[config.mk]
export PLATFORM = sky130hd
export DESIGN_NAME = multichannel_pulse_timer_flat
export DESIGN_NICKNAME = d
export VERILOG_FILES = /design/src/sv/mpt_pkg.sv /design/src/sv/mpt_intf.sv /design/src/sv/mpt_ctrl.sv /design/src/sv/mpt_dp.sv /design/src/sv/multichannel_pulse_timer.sv /design/src/flat_wrapper.sv
export SDC_FILE = /design/constraint.sdc
export NUM_CORES = 1
export LEC_CHECK = 0
export ABC_CLOCK_PERIOD_IN_PS = 6700
export BUFFER_PORTS_ARGS = -buffer_cell sky130_fd_sc_hd__buf_2
export CAP_MARGIN = 10
export CORE_UTILIZATION = 55
export CTS_CLUSTER_SIZE = 24
export DETAILED_ROUTE_END_ITERATION = 10
export MAX_ROUTING_LAYER = met4
export PLACE_DENSITY_LB_ADDON = 0.15
export REMOVE_ABC_BUFFERS = 1
export SETUP_SLACK_MARGIN = 0.15
export SLEW_MARGIN = 10
export SYNTH_ARGS = -nofsm -noshare
export SYNTH_HDL_FRONTEND = slang
export SYNTH_HIERARCHICAL = 1
export SYNTH_SLANG_ARGS = --single-unit
[constraint.sdc]
create_clock -name clk_i -period 6.7 [get_ports clk_i]
set_input_delay 1.005 -clock clk_i [delete_from_list [all_inputs] [get_ports clk_i]]
set_output_delay 1.005 -clock clk_i [all_outputs]
set_load 0.005 [all_outputs]
[src/sv/mpt_pkg.sv]
// package for the multichannel pulse timer: widths, codes and controller types
package mpt_pkg;

  localparam int unsigned NumSlots   = 4;
  localparam int unsigned PinW       = 6;
  localparam int unsigned TimeW      = 32;
  localparam int unsigned DefDurW    = 20;
  localparam int unsigned CfgIdxW    = 2;
  localparam int unsigned CfgDataW   = 32;
  localparam int unsigned ActionW    = 2;
  localparam int unsigned SlotOutW   = 2;

  localparam logic [DefDurW-1:0] ResetDefaultMs = DefDurW'(1000);
  localparam logic [TimeW-1:0]   ResetMaxMs     = TimeW'(600000);

  localparam logic [CfgIdxW-1:0] CFG_DEFAULT_DUR = CfgIdxW'(0);
  localparam logic [CfgIdxW-1:0] CFG_MAX_DUR     = CfgIdxW'(1);

  localparam logic OP_PULSE = 1'b0;
  localparam logic OP_TICK  = 1'b1;

  typedef enum logic [ActionW-1:0] {
    ACT_HIGH   = 2'd0,
    ACT_LOW    = 2'd1,
    ACT_STATUS = 2'd2
  } action_e;

  typedef enum logic [1:0] {
    EMIT_NONE,
    EMIT_HIGH,
    EMIT_LOW,
    EMIT_STATUS
  } emit_e;

  typedef enum logic [2:0] {
    ST_IDLE,
    ST_CLAMP,
    ST_CLAIM,
    ST_HIGH,
    ST_SCAN,
    ST_STATUS
  } state_e;

  typedef struct packed {
    logic  load;
    logic  clamp;
    logic  claim;
    logic  release_slot;
    logic  mark_active;
    logic  step;
    emit_e emit;
  } cmd_t;

  typedef struct packed {
    logic pin_zero;
    logic slot_match;
    logic slot_busy;
    logic slot_expired;
    logic idx_last;
    logic out_free;
  } status_t;

endpackage

[src/sv/mpt_intf.sv]
// item channel interfaces of the multichannel pulse timer
interface mpt_in_if;
  logic                          valid;
  logic                          ready;
  logic                          op;
  logic [mpt_pkg::PinW-1:0]      pin;
  logic [mpt_pkg::TimeW-1:0]     duration_ms;
  logic [mpt_pkg::TimeW-1:0]     now_ms;

  modport source (output valid, op, pin, duration_ms, now_ms, input ready);
  modport sink   (input valid, op, pin, duration_ms, now_ms, output ready);
endinterface

interface mpt_out_if;
  logic                          valid;
  logic                          ready;
  logic [mpt_pkg::ActionW-1:0]   action;
  logic [mpt_pkg::PinW-1:0]      pin_out;
  logic [mpt_pkg::SlotOutW-1:0]  slot_index;
  logic                          slot_found;
  logic                          any_active;
  logic                          last;

  modport source (output valid, action, pin_out, slot_index, slot_found, any_active, last,
                  input ready);
  modport sink   (input valid, action, pin_out, slot_index, slot_found, any_active, last,
                  output ready);
endinterface

[src/sv/mpt_ctrl.sv]
// controller state machine of the multichannel pulse timer
module mpt_ctrl (
  input  logic             clk_i,
  input  logic             rst_ni,
  input  logic             in_valid_i,
  input  logic             in_op_i,
  output logic             in_ready_o,
  input  mpt_pkg::status_t status_i,
  output mpt_pkg::cmd_t    cmd_o
);

  mpt_pkg::state_e state_q, state_d;

  always_ff @(posedge clk_i or negedge rst_ni) begin
    if (!rst_ni) begin
      state_q <= mpt_pkg::ST_IDLE;
    end else begin
      state_q <= state_d;
    end
  end

  always_comb begin
    state_d    = state_q;
    in_ready_o = 1'b0;
    cmd_o      = '0;
    cmd_o.emit = mpt_pkg::EMIT_NONE;
    case (state_q)
      mpt_pkg::ST_IDLE: begin
        in_ready_o = 1'b1;
        if (in_valid_i) begin
          cmd_o.load = 1'b1;
          state_d    = (in_op_i == mpt_pkg::OP_TICK) ? mpt_pkg::ST_SCAN : mpt_pkg::ST_CLAMP;
        end
      end
      mpt_pkg::ST_CLAMP: begin
        cmd_o.clamp = 1'b1;
        state_d     = status_i.pin_zero ? mpt_pkg::ST_HIGH : mpt_pkg::ST_CLAIM;
      end
      mpt_pkg::ST_CLAIM: begin
        if (status_i.slot_match) begin
          cmd_o.claim = 1'b1;
          state_d     = mpt_pkg::ST_HIGH;
        end else if (status_i.idx_last) begin
          state_d = mpt_pkg::ST_HIGH;
        end else begin
          cmd_o.step = 1'b1;
        end
      end
      mpt_pkg::ST_HIGH: begin
        if (status_i.out_free) begin
          cmd_o.emit = mpt_pkg::EMIT_HIGH;
          state_d    = mpt_pkg::ST_IDLE;
        end
      end
      mpt_pkg::ST_SCAN: begin
        if (!status_i.slot_busy || !status_i.slot_expired || status_i.out_free) begin
          if (status_i.slot_busy && status_i.slot_expired) begin
            cmd_o.emit         = mpt_pkg::EMIT_LOW;
            cmd_o.release_slot = 1'b1;
          end else if (status_i.slot_busy) begin
            cmd_o.mark_active = 1'b1;
          end
          if (status_i.idx_last) begin
            state_d = mpt_pkg::ST_STATUS;
          end else begin
            cmd_o.step = 1'b1;
          end
        end
      end
      mpt_pkg::ST_STATUS: begin
        if (status_i.out_free) begin
          cmd_o.emit = mpt_pkg::EMIT_STATUS;
          state_d    = mpt_pkg::ST_IDLE;
        end
      end
      default: begin
        state_d = mpt_pkg::ST_IDLE;
      end
    endcase
  end

endmodule

[src/sv/mpt_dp.sv]
// datapath of the multichannel pulse timer: config, slot table, clamp, deadline and result register
module mpt_dp #(
  parameter int unsigned NUM_SLOTS = mpt_pkg::NumSlots
) (
  input  logic                           clk_i,
  input  logic                           rst_ni,
  input  logic                           cfg_we_i,
  input  logic [mpt_pkg::CfgIdxW-1:0]    cfg_idx_i,
  input  logic [mpt_pkg::CfgDataW-1:0]   cfg_data_i,
  input  logic [mpt_pkg::PinW-1:0]       in_pin_i,
  input  logic [mpt_pkg::TimeW-1:0]      in_duration_i,
  input  logic [mpt_pkg::TimeW-1:0]      in_now_i,
  input  mpt_pkg::cmd_t                  cmd_i,
  output mpt_pkg::status_t               status_o,
  output logic                           out_valid_o,
  input  logic                           out_ready_i,
  output logic [mpt_pkg::ActionW-1:0]    out_action_o,
  output logic [mpt_pkg::PinW-1:0]       out_pin_o,
  output logic [mpt_pkg::SlotOutW-1:0]   out_slot_o,
  output logic                           out_found_o,
  output logic                           out_active_o,
  output logic                           out_last_o
);

  localparam int unsigned SlotW = (NUM_SLOTS > 1) ? $clog2(NUM_SLOTS) : 1;
  localparam int unsigned ExtW  = SlotW + mpt_pkg::SlotOutW;
  localparam int unsigned TW    = mpt_pkg::TimeW;

  logic [mpt_pkg::DefDurW-1:0] def_dur_q;
  logic [TW-1:0]               max_dur_q;

  logic [mpt_pkg::PinW-1:0] pin_q;
  logic [TW-1:0]            dur_q, dur_d;
  logic [TW-1:0]            now_q;
  logic [SlotW-1:0]         idx_q;
  logic                     found_q;
  logic                     active_q;

  logic [mpt_pkg::PinW-1:0] slot_pin_q [NUM_SLOTS];
  logic [TW-1:0]            slot_dl_q  [NUM_SLOTS];

  logic                          out_valid_q;
  logic [mpt_pkg::ActionW-1:0]   out_action_q;
  logic [mpt_pkg::PinW-1:0]      out_pin_q;
  logic [mpt_pkg::SlotOutW-1:0]  out_slot_q;
  logic                          out_found_q;
  logic                          out_active_q;
  logic                          out_last_q;

  logic [mpt_pkg::PinW-1:0] cur_pin;
  logic [TW-1:0]            cur_dl;
  logic [TW-1:0]            diff;
  logic [TW-1:0]            dur_sel;
  logic [TW-1:0]            new_dl;
  logic [ExtW-1:0]          idx_ext;

  // config registers
  always_ff @(posedge clk_i or negedge rst_ni) begin
    if (!rst_ni) begin
      def_dur_q <= mpt_pkg::ResetDefaultMs;
      max_dur_q <= mpt_pkg::ResetMaxMs;
    end else if (cfg_we_i) begin
      case (cfg_idx_i)
        mpt_pkg::CFG_DEFAULT_DUR: def_dur_q <= cfg_data_i[mpt_pkg::DefDurW-1:0];
        mpt_pkg::CFG_MAX_DUR:     max_dur_q <= cfg_data_i[TW-1:0];
        default: ;
      endcase
    end
  end

  assign cur_pin = slot_pin_q[idx_q];
  assign cur_dl  = slot_dl_q[idx_q];
  assign diff    = now_q - cur_dl;
  assign idx_ext = ExtW'(idx_q);

  assign dur_sel = (dur_q == '0) ? TW'(def_dur_q) : dur_q;
  assign dur_d   = (dur_sel > max_dur_q) ? max_dur_q : dur_sel;
  assign new_dl  = ((now_q + dur_q) == '0) ? TW'(1) : (now_q + dur_q);

  assign status_o.pin_zero     = (pin_q == '0);
  assign status_o.slot_match   = (cur_pin == '0) || (cur_pin == pin_q);
  assign status_o.slot_busy    = (cur_pin != '0);
  assign status_o.slot_expired = (cur_dl != '0) && !diff[TW-1];
  assign status_o.idx_last     = (idx_q == SlotW'(NUM_SLOTS - 1));
  assign status_o.out_free     = !out_valid_q || out_ready_i;

  // item registers and scan state
  always_ff @(posedge clk_i or negedge rst_ni) begin
    if (!rst_ni) begin
      idx_q    <= '0;
      found_q  <= 1'b0;
      active_q <= 1'b0;
    end else begin
      if (cmd_i.load) begin
        idx_q    <= '0;
        found_q  <= 1'b0;
        active_q <= 1'b0;
      end else if (cmd_i.step) begin
        idx_q <= idx_q + SlotW'(1);
      end
      if (cmd_i.claim) begin
        found_q <= 1'b1;
      end
      if (cmd_i.mark_active) begin
        active_q <= 1'b1;
      end
    end
  end

  always_ff @(posedge clk_i) begin
    if (cmd_i.load) begin
      pin_q <= in_pin_i;
      dur_q <= in_duration_i;
      now_q <= in_now_i;
    end else if (cmd_i.clamp) begin
      dur_q <= dur_d;
    end
  end

  // slot table
  always_ff @(posedge clk_i or negedge rst_ni) begin
    if (!rst_ni) begin
      for (int i = 0; i < NUM_SLOTS; i++) begin
        slot_pin_q[i] <= '0;
      end
    end else if (cmd_i.claim) begin
      slot_pin_q[idx_q] <= pin_q;
    end else if (cmd_i.release_slot) begin
      slot_pin_q[idx_q] <= '0;
    end
  end

  always_ff @(posedge clk_i) begin
    if (cmd_i.claim) begin
      slot_dl_q[idx_q] <= new_dl;
    end
  end

  // result register
  always_ff @(posedge clk_i or negedge rst_ni) begin
    if (!rst_ni) begin
      out_valid_q <= 1'b0;
    end else if (cmd_i.emit != mpt_pkg::EMIT_NONE) begin
      out_valid_q <= 1'b1;
    end else if (out_ready_i) begin
      out_valid_q <= 1'b0;
    end
  end

  always_ff @(posedge clk_i) begin
    case (cmd_i.emit)
      mpt_pkg::EMIT_HIGH: begin
        out_action_q <= mpt_pkg::ACT_HIGH;
        out_pin_q    <= pin_q;
        out_slot_q   <= found_q ? idx_ext[mpt_pkg::SlotOutW-1:0] : '0;
        out_found_q  <= found_q;
        out_active_q <= 1'b0;
        out_last_q   <= 1'b1;
      end
      mpt_pkg::EMIT_LOW: begin
        out_action_q <= mpt_pkg::ACT_LOW;
        out_pin_q    <= cur_pin;
        out_slot_q   <= idx_ext[mpt_pkg::SlotOutW-1:0];
        out_found_q  <= 1'b0;
        out_active_q <= 1'b0;
        out_last_q   <= 1'b0;
      end
      mpt_pkg::EMIT_STATUS: begin
        out_action_q <= mpt_pkg::ACT_STATUS;
        out_pin_q    <= '0;
        out_slot_q   <= '0;
        out_found_q  <= 1'b0;
        out_active_q <= active_q;
        out_last_q   <= 1'b1;
      end
      default: ;
    endcase
  end

  assign out_valid_o  = out_valid_q;
  assign out_action_o = out_action_q;
  assign out_pin_o    = out_pin_q;
  assign out_slot_o   = out_slot_q;
  assign out_found_o  = out_found_q;
  assign out_active_o = out_active_q;
  assign out_last_o   = out_last_q;

endmodule

[src/sv/multichannel_pulse_timer.sv]
// top level of the multichannel pulse timer
//
// in_i carries one item per handshake: a pulse request (op 0) with pin and
// duration, or a tick (op 1) with the current time. out_o carries results.
// A pulse gives one drive-high item; a tick gives one drive-low item per
// expired slot and then a status item, the last one flagged with last.
// cfg_we_i/cfg_idx_i/cfg_data_i write the default and maximum durations.
// Steps: a pulse is accepted and its duration clamped; for a nonzero pin,
// slots are looked at from index 0 until one is free or matches (all
// NUM_SLOTS when none does), then the drive-high item goes out. A tick
// looks at each slot in turn via the shared slot-table read port, then
// emits the status item. A new item is taken once the previous one is
// finished, while its last result may still wait in the output register.
// When the receiver stalls, the output register holds its item and the
// scan stops at the next slot that needs to emit.
// Reset empties all slots and loads default 1000 ms and maximum 600000 ms.
module multichannel_pulse_timer #(
  parameter int unsigned NUM_SLOTS = mpt_pkg::NumSlots
) (
  input  logic                          clk_i,
  input  logic                          rst_ni,
  input  logic                          cfg_we_i,
  input  logic [mpt_pkg::CfgIdxW-1:0]   cfg_idx_i,
  input  logic [mpt_pkg::CfgDataW-1:0]  cfg_data_i,
  mpt_in_if.sink                        in_i,
  mpt_out_if.source                     out_o
);

  mpt_pkg::cmd_t    cmd;
  mpt_pkg::status_t status;

  mpt_ctrl u_ctrl (
    .clk_i      (clk_i),
    .rst_ni     (rst_ni),
    .in_valid_i (in_i.valid),
    .in_op_i    (in_i.op),
    .in_ready_o (in_i.ready),
    .status_i   (status),
    .cmd_o      (cmd)
  );

  mpt_dp #(
    .NUM_SLOTS (NUM_SLOTS)
  ) u_dp (
    .clk_i         (clk_i),
    .rst_ni        (rst_ni),
    .cfg_we_i      (cfg_we_i),
    .cfg_idx_i     (cfg_idx_i),
    .cfg_data_i    (cfg_data_i),
    .in_pin_i      (in_i.pin),
    .in_duration_i (in_i.duration_ms),
    .in_now_i      (in_i.now_ms),
    .cmd_i         (cmd),
    .status_o      (status),
    .out_valid_o   (out_o.valid),
    .out_ready_i   (out_o.ready),
    .out_action_o  (out_o.action),
    .out_pin_o     (out_o.pin_out),
    .out_slot_o    (out_o.slot_index),
    .out_found_o   (out_o.slot_found),
    .out_active_o  (out_o.any_active),
    .out_last_o    (out_o.last)
  );

endmodule

[src/flat_wrapper.sv]
// flat-port wrapper written by rule: the top's interface ports become plain ports
module multichannel_pulse_timer_flat 
#(
  parameter int unsigned NUM_SLOTS = mpt_pkg::NumSlots
)
  (clk_i, rst_ni, cfg_we_i, cfg_idx_i, cfg_data_i, in_i_valid, in_i_op, in_i_pin, in_i_duration_ms, in_i_now_ms, in_i_ready, out_o_valid, out_o_action, out_o_pin_out, out_o_slot_index, out_o_slot_found, out_o_any_active, out_o_last, out_o_ready);
  mpt_in_if in_i_i ();
  mpt_out_if out_o_i ();
  input  logic clk_i;
  input  logic rst_ni;
  input  logic cfg_we_i;
  input  logic [mpt_pkg::CfgIdxW-1:0] cfg_idx_i;
  input  logic [mpt_pkg::CfgDataW-1:0] cfg_data_i;
  input wire logic [$bits(in_i_i.valid)-1:0] in_i_valid;
  input wire logic [$bits(in_i_i.op)-1:0] in_i_op;
  input wire logic [$bits(in_i_i.pin)-1:0] in_i_pin;
  input wire logic [$bits(in_i_i.duration_ms)-1:0] in_i_duration_ms;
  input wire logic [$bits(in_i_i.now_ms)-1:0] in_i_now_ms;
  output wire logic [$bits(in_i_i.ready)-1:0] in_i_ready;
  output wire logic [$bits(out_o_i.valid)-1:0] out_o_valid;
  output wire logic [$bits(out_o_i.action)-1:0] out_o_action;
  output wire logic [$bits(out_o_i.pin_out)-1:0] out_o_pin_out;
  output wire logic [$bits(out_o_i.slot_index)-1:0] out_o_slot_index;
  output wire logic [$bits(out_o_i.slot_found)-1:0] out_o_slot_found;
  output wire logic [$bits(out_o_i.any_active)-1:0] out_o_any_active;
  output wire logic [$bits(out_o_i.last)-1:0] out_o_last;
  input wire logic [$bits(out_o_i.ready)-1:0] out_o_ready;
  assign in_i_i.valid = in_i_valid;
  assign in_i_i.op = in_i_op;
  assign in_i_i.pin = in_i_pin;
  assign in_i_i.duration_ms = in_i_duration_ms;
  assign in_i_i.now_ms = in_i_now_ms;
  assign in_i_ready = in_i_i.ready;
  assign out_o_valid = out_o_i.valid;
  assign out_o_action = out_o_i.action;
  assign out_o_pin_out = out_o_i.pin_out;
  assign out_o_slot_index = out_o_i.slot_index;
  assign out_o_slot_found = out_o_i.slot_found;
  assign out_o_any_active = out_o_i.any_active;
  assign out_o_last = out_o_i.last;
  assign out_o_i.ready = out_o_ready;
  multichannel_pulse_timer #(.NUM_SLOTS(NUM_SLOTS)) u_core (.clk_i(clk_i), .rst_ni(rst_ni), .cfg_we_i(cfg_we_i), .cfg_idx_i(cfg_idx_i), .cfg_data_i(cfg_data_i), .in_i(in_i_i), .out_o(out_o_i));
endmodule
==> flow_metrics.tcl, run 1 <==
set metrics [dict create \
    finalNetCount 1558 \
    wire_per_inst_um 20.1 \
    placed_cells 1695 \
    critPathKind "reg2reg" \
    htree_levels 1 \
    p_clk_share_pct 19.2 \
    rsz0062_at_grt "no" \
    nFillCells 2173 \
    gp_congestion 0.904 \
    powerDensity_nw_per_um2 494 \
    worstPathArrival_ns 5.83 \
    stdcell_count 1751 \
    total_power_w 0.00871 \
    ys_async_sr_fraction_pct 28.5 \
    relSlewSlack_pct 15.7 \
    power_leakage_nw 7.21 \
    switching_power_w 0.00331 \
    ys.flop_type "edfxtp_1" \
    initial_core_util_pct 56.2 \
    pwr-share-seq_pct 36.8 \
    fmax_mhz 185 \
    clock-sinks 295 \
    crit_fanout 25 \
    clk_latency_ns 0.56 \
    critical_path.max_stage_delay_ns 0.92 \
    cp-end-kind "flip-flop" \
    clk_pin_slew_worst_paths_ns 0.06 \
    vias 10300 \
    die_x_um 171 \
    power.internal_w 0.00540 \
    setup_violations 0 \
    netSwitchingFraction_pct 38.0 \
    grt_pass1_vias 10100 \
    fin_tns_setup_ns 0 \
    ant_nets 0 \
    yosysUniqueCellTypes 75 \
    max-vdd-ir-drop_v 0.000308 \
    startpoint_type "flip-flop" \
    drtIter0Drc 511 \
    area_growth_pct 12.6 \
    p_comb_share_pct 44.0 \
    rows 61 \
    place_hpwl_um 25600 \
    postSynthCellCount 1243 \
    cap_violations 0 \
    drive_gt1_share_pct 22.7 \
    yosysSeqAreaShare_pct 54.0 \
    num_antenna_cells 0 \
    drc 0 \
    overflow 0 \
    cts-root-buf "clkbuf_16" \
    final_common_cell "edfxtp_1" \
    final-max-slew-violation-count 0 \
    hold-worst-slack_ns 0.407 \
    layout_common_cells "edfxtp_1 (211), buf_2 (123), ha_1 (97), inv_1 (86), nand2_1 (79)" \
    final_hold_viol_count 0 \
    period_share_pct 80.7 \
    cts.path.max_buffers 3 \
    cts_resized 0 \
    cp_common_cell "a21o_1" \
    synth_enable_flop_cells 211 \
    core-area_um2 27900 \
    grt_pass1_wl_um 55400 \
    cts_tree "built" \
    post_cts_buffers 0 \
    critPathSlowestCell "dfrtp_2" \
    path_cells "mux4_2 > inv_1 > ha_1 > a21o_1 > a21o_1 > a21o_1 > a21o_1 > a211oi_1 > o211ai_1 > o21ai_0 > nand2_1 > o21ai_0 > a21oi_1 > nor3b_1 > nor2b_1 > or2_2 > and2_1" \
    min_path_type "in2async" \
    clock_skew_ns 0.0132 \
    postSynthAreaPerCell_um2 12.6 \
    drtPass1Iterations 5 \
    ios 125 \
    dpl_cell_area_um2 16600 \
    worstMarginPinSlew_ns 1.26 \
    synth-seq-cells 295 \
    antenna_found_initial 0 \
    postLayoutCellArea_um2 17600 \
    yosysWarnings 6 \
    vias_per_cell 5.90 \
    hold_buffers 0 \
    worstPathRequired_ns 7.13 \
    grt_max_degree 62 \
    fp.dieH_um 171 \
    dieArea_um2 29100 \
    grt_usage_pct 25.7 \
    synth.cell_area_um2 15700 \
    io_buffer_count 124 \
    totalWireLength_um 35300 \
    status "finished, final reports clean" \
    fin_crit_ns 5.40 \
    cts_buffers 31 \
]
-- kinds of logic after synthesis --
family	after synthesis	share of synthesized area, %
simple gates	268	9.19
compound gates	284	12.5
mux	125	11.5
buf+inv	151	3.74
flops	295	54.0
xor+xnor	22	1.23
fa+ha+maj	98	7.88
-- power groups by stage --
stage | logic (W) | clock network, W | registers, W
after global routing | 0.00425 | 0.00177 | 0.00326
after global placement | 0.00372 | 0 | 0.00323
after CTS | 0.00381 | 0.00171 | 0.00320
final | 0.00383 | 0.00167 | 0.00321
after detailed placement | 0.00380 | 0 | 0.00324
after floorplan | 0.00283 | 0 | 0.00312
-- cells in the mapped netlist (all sizes together) (5+ instances only) --
cell type  number  share of area, %
or3             6              0.24
a21oi          53               1.7
nor3           14              0.48
or2             6              0.24
o22ai           5              0.20
nor2           30              0.72
o21a            8              0.38
and2           22              0.89
a21o           59               2.8
a2111oi         6              0.46
xor2            5              0.28
a211oi          8              0.53
a21boi          5              0.24
xnor2          17              0.95
a22o           26               1.5
nand2b         12              0.48
nor2b           8              0.32
mux4           38               5.5
inv            86               2.1
dfstp          14               2.4
clkbuf         54               1.3
o2111ai         6              0.34
ha             97               7.8
buf            11              0.38
nand3          10              0.32
and3           11              0.44
nor4           22              0.88
o21ai          75               2.5
edfxtp        211                40
nand4          25               1.0
dfrtp          70                11
nor3b           7              0.41
mux2i          34               2.2
mux2           53               3.8
nand2          79               1.9
-- sequential cells by signal, indices dropped and copies added (netlist names), 6 cells and up --
| name | flops |
|---|---|
| u_core/u_dp/slot_dl_q | 128 |
| u_core/u_dp/dur_q | 32 |
| u_core/u_dp/now_q | 32 |
| u_core/u_dp/def_dur_q | 20 |
| u_core/u_dp/out_pin_o | 6 |
| u_core/u_dp/max_dur_q | 32 |
| u_core/u_dp/pin_q | 6 |
| u_core/u_dp/slot_pin_q | 24 |
-- final cells by class --
type                       count  area [um^2]  share of cell area (%)
tap                          378          473                    2.68
inverter                      86          323                    1.83
clock inverter                15          163                   0.923
clock buffer                  41          833                    4.73
timing repair buffer         139          736                    4.17
sequential                   295         8460                    48.0
multi-input combinational    797         6640                    37.7
-- stage by stage --
stage / utilization (%) / worst slack [ns]
after floorplan: - / 0.980
after global placement: 59.7 / 1.36
after detailed placement: 59.7 / 1.28
after CTS: 63.3 / 1.23
after global routing: 63.3 / 0.731
final: 63.3 / 1.30
-- path summary, 6_finish.rpt --
kind / start / endpoint / slack [ns] / depth (start not counted)
setup reg to reg: u_core/u_dp/idx_q[0]$_DFFE_PN0P_ / u_core/u_dp/out_slot_o[0]$_DFFE_PP_ / 1.30 / 17
hold / removal: rst_ni / u_core/u_ctrl/state_q[2]$_DFFE_PN0P_ / 0.41 / 1
max in group asynchronous: rst_ni / u_core/u_dp/def_dur_q[2]$_DFFE_PN0P_ / 5.22 / 2
hold reg to reg: u_core/u_dp/found_q$_DFFE_PN0P_ / u_core/u_dp/found_q$_DFFE_PN0P_ / 0.47 / 1
setup / recovery: u_core/u_dp/idx_q[0]$_DFFE_PN0P_ / u_core/u_dp/out_slot_o[0]$_DFFE_PP_ / 1.30 / 17
min in group clk_i: u_core/u_dp/found_q$_DFFE_PN0P_ / u_core/u_dp/found_q$_DFFE_PN0P_ / 0.47 / 1
-- critical path: cells and delay by family, from the launching register on --
family	cells	cell delay, ns
AOI/OAI and AO/OA	9	1.78
adders and majority gates	1	0.23
buffers and inverters	1	0.07
DFF	1	0.92
muxes	1	0.62
and+or+nand+nor	5	1.63
-- metal layers --
metal	track usage [%]	share of wire, %	vias to the layer above
li1	-	-	4940
met1	36.4	47	5100
met2	40.1	47	254
met3	2.54	4.5	41
met4	6.58	1.9	0
met5	-	0	-
No activity file was read; power rests on OpenSTA's default activity.
==> run 2: changes to the inputs <==
ABC_CLOCK_PERIOD_IN_PS = 5500   (was 6700)
clock period = 5.5 ns   (was 6.7 ns; I/O delays follow)
==> run 2 against run 1 <==
Worst setup slack got worse by 0.49 ns. Clock skew fell by 0.0011 ns. Worst hold slack got worse by 0.19 ns. Highest routed layer unchanged. Cell count rose by 0.51%. Wire length rose by 2.3%.
==> flow_metrics.tcl, run 2 (synthesis results as in run 1) <==
set metrics [dict create \
    r2r-start "u_core/u_dp/idx_q[0]$_DFFE_PN0P_" \
    cts_resized 0 \
    power_leakage_nw 7.32 \
    fp.dieH_um 171 \
    grt_pass1_vias 10300 \
    fin_tns_setup_ns 0 \
    total_power_w 0.0108 \
    clk_latency_ns 0.57 \
    gp_congestion 0.885 \
    p_comb_share_pct 44.1 \
    startpoint_type "flip-flop" \
    rows 61 \
    hold_buffers 0 \
    final_common_cell "edfxtp_1" \
    placed_cells 1701 \
    ios 125 \
    grt_usage_pct 26.0 \
    startpoint "u_core/u_dp/idx_q[0]$_DFFE_PN0P_" \
    totalWireLength_um 36100 \
    regMostFlops "u_core/u_dp/slot_dl_q" \
    drtPass1Iterations 5 \
    initial_core_util_pct 56.2 \
    core-area_um2 27900 \
    crit_fanout 12 \
    fin_crit_ns 4.69 \
    stdcell_count 1760 \
    wire_per_inst_um 20.5 \
    drive_gt1_share_pct 24.0 \
    area_growth_pct 13.6 \
    crit_path_end "u_core/u_dp/out_slot_o[1]$_DFFE_PP_" \
    r2r-end "u_core/u_dp/out_slot_o[1]$_DFFE_PP_" \
    cp-end-kind "flip-flop" \
    max-vdd-ir-drop_v 0.000342 \
    nFillCells 2184 \
    worstPathArrival_ns 5.13 \
    dieArea_um2 29100 \
    setup_violations 0 \
    period_share_pct 85.3 \
    pwr-share-seq_pct 35.9 \
    clock-sinks 295 \
    cts_buffers 31 \
    finalNetCount 1565 \
    clk_pin_slew_worst_paths_ns 0.06 \
    cts-root-buf "clkbuf_16" \
    netSwitchingFraction_pct 38.0 \
    cts_tree "built" \
    relSlewSlack_pct 38.0 \
    num_antenna_cells 0 \
    worstPathRequired_ns 5.94 \
    reg2reg_depth 18 \
    rsz0062_at_grt "no" \
    power.internal_w 0.00670 \
    cts.path.max_buffers 3 \
    post_cts_buffers 0 \
    cap_violations 0 \
    switching_power_w 0.00410 \
    htree_levels 1 \
    status "finished, final reports clean" \
    worstMarginPinSlew_ns 0.931 \
    drtIter0Drc 595 \
    antenna_found_initial 1 \
    final-max-slew-violation-count 0 \
    place_hpwl_um 26300 \
    grt_max_degree 84 \
    largest_register_ffs 128 \
    die_x_um 171 \
    postLayoutCellArea_um2 17800 \
    fmax_mhz 213 \
    clock_skew_ns 0.0122 \
    io_buffer_count 124 \
    rrSetupSlack_ns 0.81 \
    layout_common_cells "edfxtp_1 (211), buf_2 (123), ha_1 (97), inv_1 (86), nand2_1 (79)" \
    vias_per_cell 5.93 \
    critPathKind "reg2reg" \
    drc 0 \
    min_path_type "in2async" \
    ant_nets 0 \
    powerDensity_nw_per_um2 608 \
    vias 10400 \
    p_clk_share_pct 20.0 \
    dpl_cell_area_um2 16700 \
    final_hold_viol_count 0 \
    grt_pass1_wl_um 55700 \
    overflow 0 \
]
-- run 2: cell count changes in the layout (fill, tap and decap cells not counted), sizes merged --
cell      previous run  this run
buf                139       145
bufinv               3         4
clkbuf              41        39
clkinv               8        13
clkinvlp             3         1
inv                 87        88
-- run 2: worst min-delay path by stage --
stage                                           from                              endpoint  slack (ns)  depth (start not counted)
floorplan            u_core/u_dp/found_q$_DFFE_PN0P_       u_core/u_dp/found_q$_DFFE_PN0P_        0.45                          1
global placement    u_core/u_dp/active_q$_DFFE_PN0P_      u_core/u_dp/active_q$_DFFE_PN0P_        0.46                          1
detailed placement  u_core/u_dp/active_q$_DFFE_PN0P_      u_core/u_dp/active_q$_DFFE_PN0P_        0.47                          1
CTS                                           rst_ni  u_core/u_ctrl/state_q[1]$_DFFE_PN0P_        0.22                          1
global route                                  rst_ni  u_core/u_ctrl/state_q[1]$_DFFE_PN0P_        0.24                          1
finish                                        rst_ni  u_core/u_ctrl/state_q[1]$_DFFE_PN0P_        0.22                          1
-- run 2: through the flow --
step	hold WS [ns]	utilization (%)	worst slack (ns)
after floorplan	0.446	-	-0.220
after global placement	0.460	60.0	0.964
after detailed placement	0.468	60.0	0.815
after CTS	0.220	63.8	0.782
after global routing	0.243	63.8	0.396
final	0.218	63.8	0.810
-- run 2: final cells by class --
cell class              count  area, um^2  area share (%)
clock buffers              38         852            4.79
clock inverters            20         214            1.20
inverters                  86         323            1.82
multi-input cells         797        6640            37.3
flip-flops and latches    295        8460            47.6
well taps                 378         473            2.66
repair buffers            146         823            4.63
-- run 2: per-layer routing --
| layer | vias to the layer above | global-route usage (%) | wire length (um) |
|---|---|---|---|
| met2 | 282 | 41.6 | 17000 |
| met1 | 5132 | 34.9 | 16100 |
| met5 | - | - | 0 |
| li1 | 4957 | - | - |
| met3 | 65 | 2.91 | 1940 |
| met4 | 0 | 8.26 | 1020 |
-- run 2: power groups by stage --
stage	Clock (W)	Combinational (W)	Sequential, W
floorplan	0	0.00345	0.00380
CTS	0.00220	0.00476	0.00387
global route	0.00228	0.00528	0.00393
global placement	0	0.00462	0.00390
finish	0.00216	0.00477	0.00388
detailed placement	0	0.00473	0.00391
-- run 2: worst max-delay path, cell delays in order (launching register included) --
cell	delay, ns
dfrtp_2	0.61
mux4_2	0.57
inv_1	0.07
ha_1	0.23
a21o_1	0.18
a21o_1	0.16
a21o_1	0.17
a21o_1	0.17
a211oi_1	0.25
o211ai_1	0.14
o21ai_0	0.24
nand2_1	0.07
o21ai_0	0.44
a21oi_1	0.13
nor3b_1	0.21
buf_4	0.18
nor2b_1	0.41
or2_2	0.20
and2_1	0.12
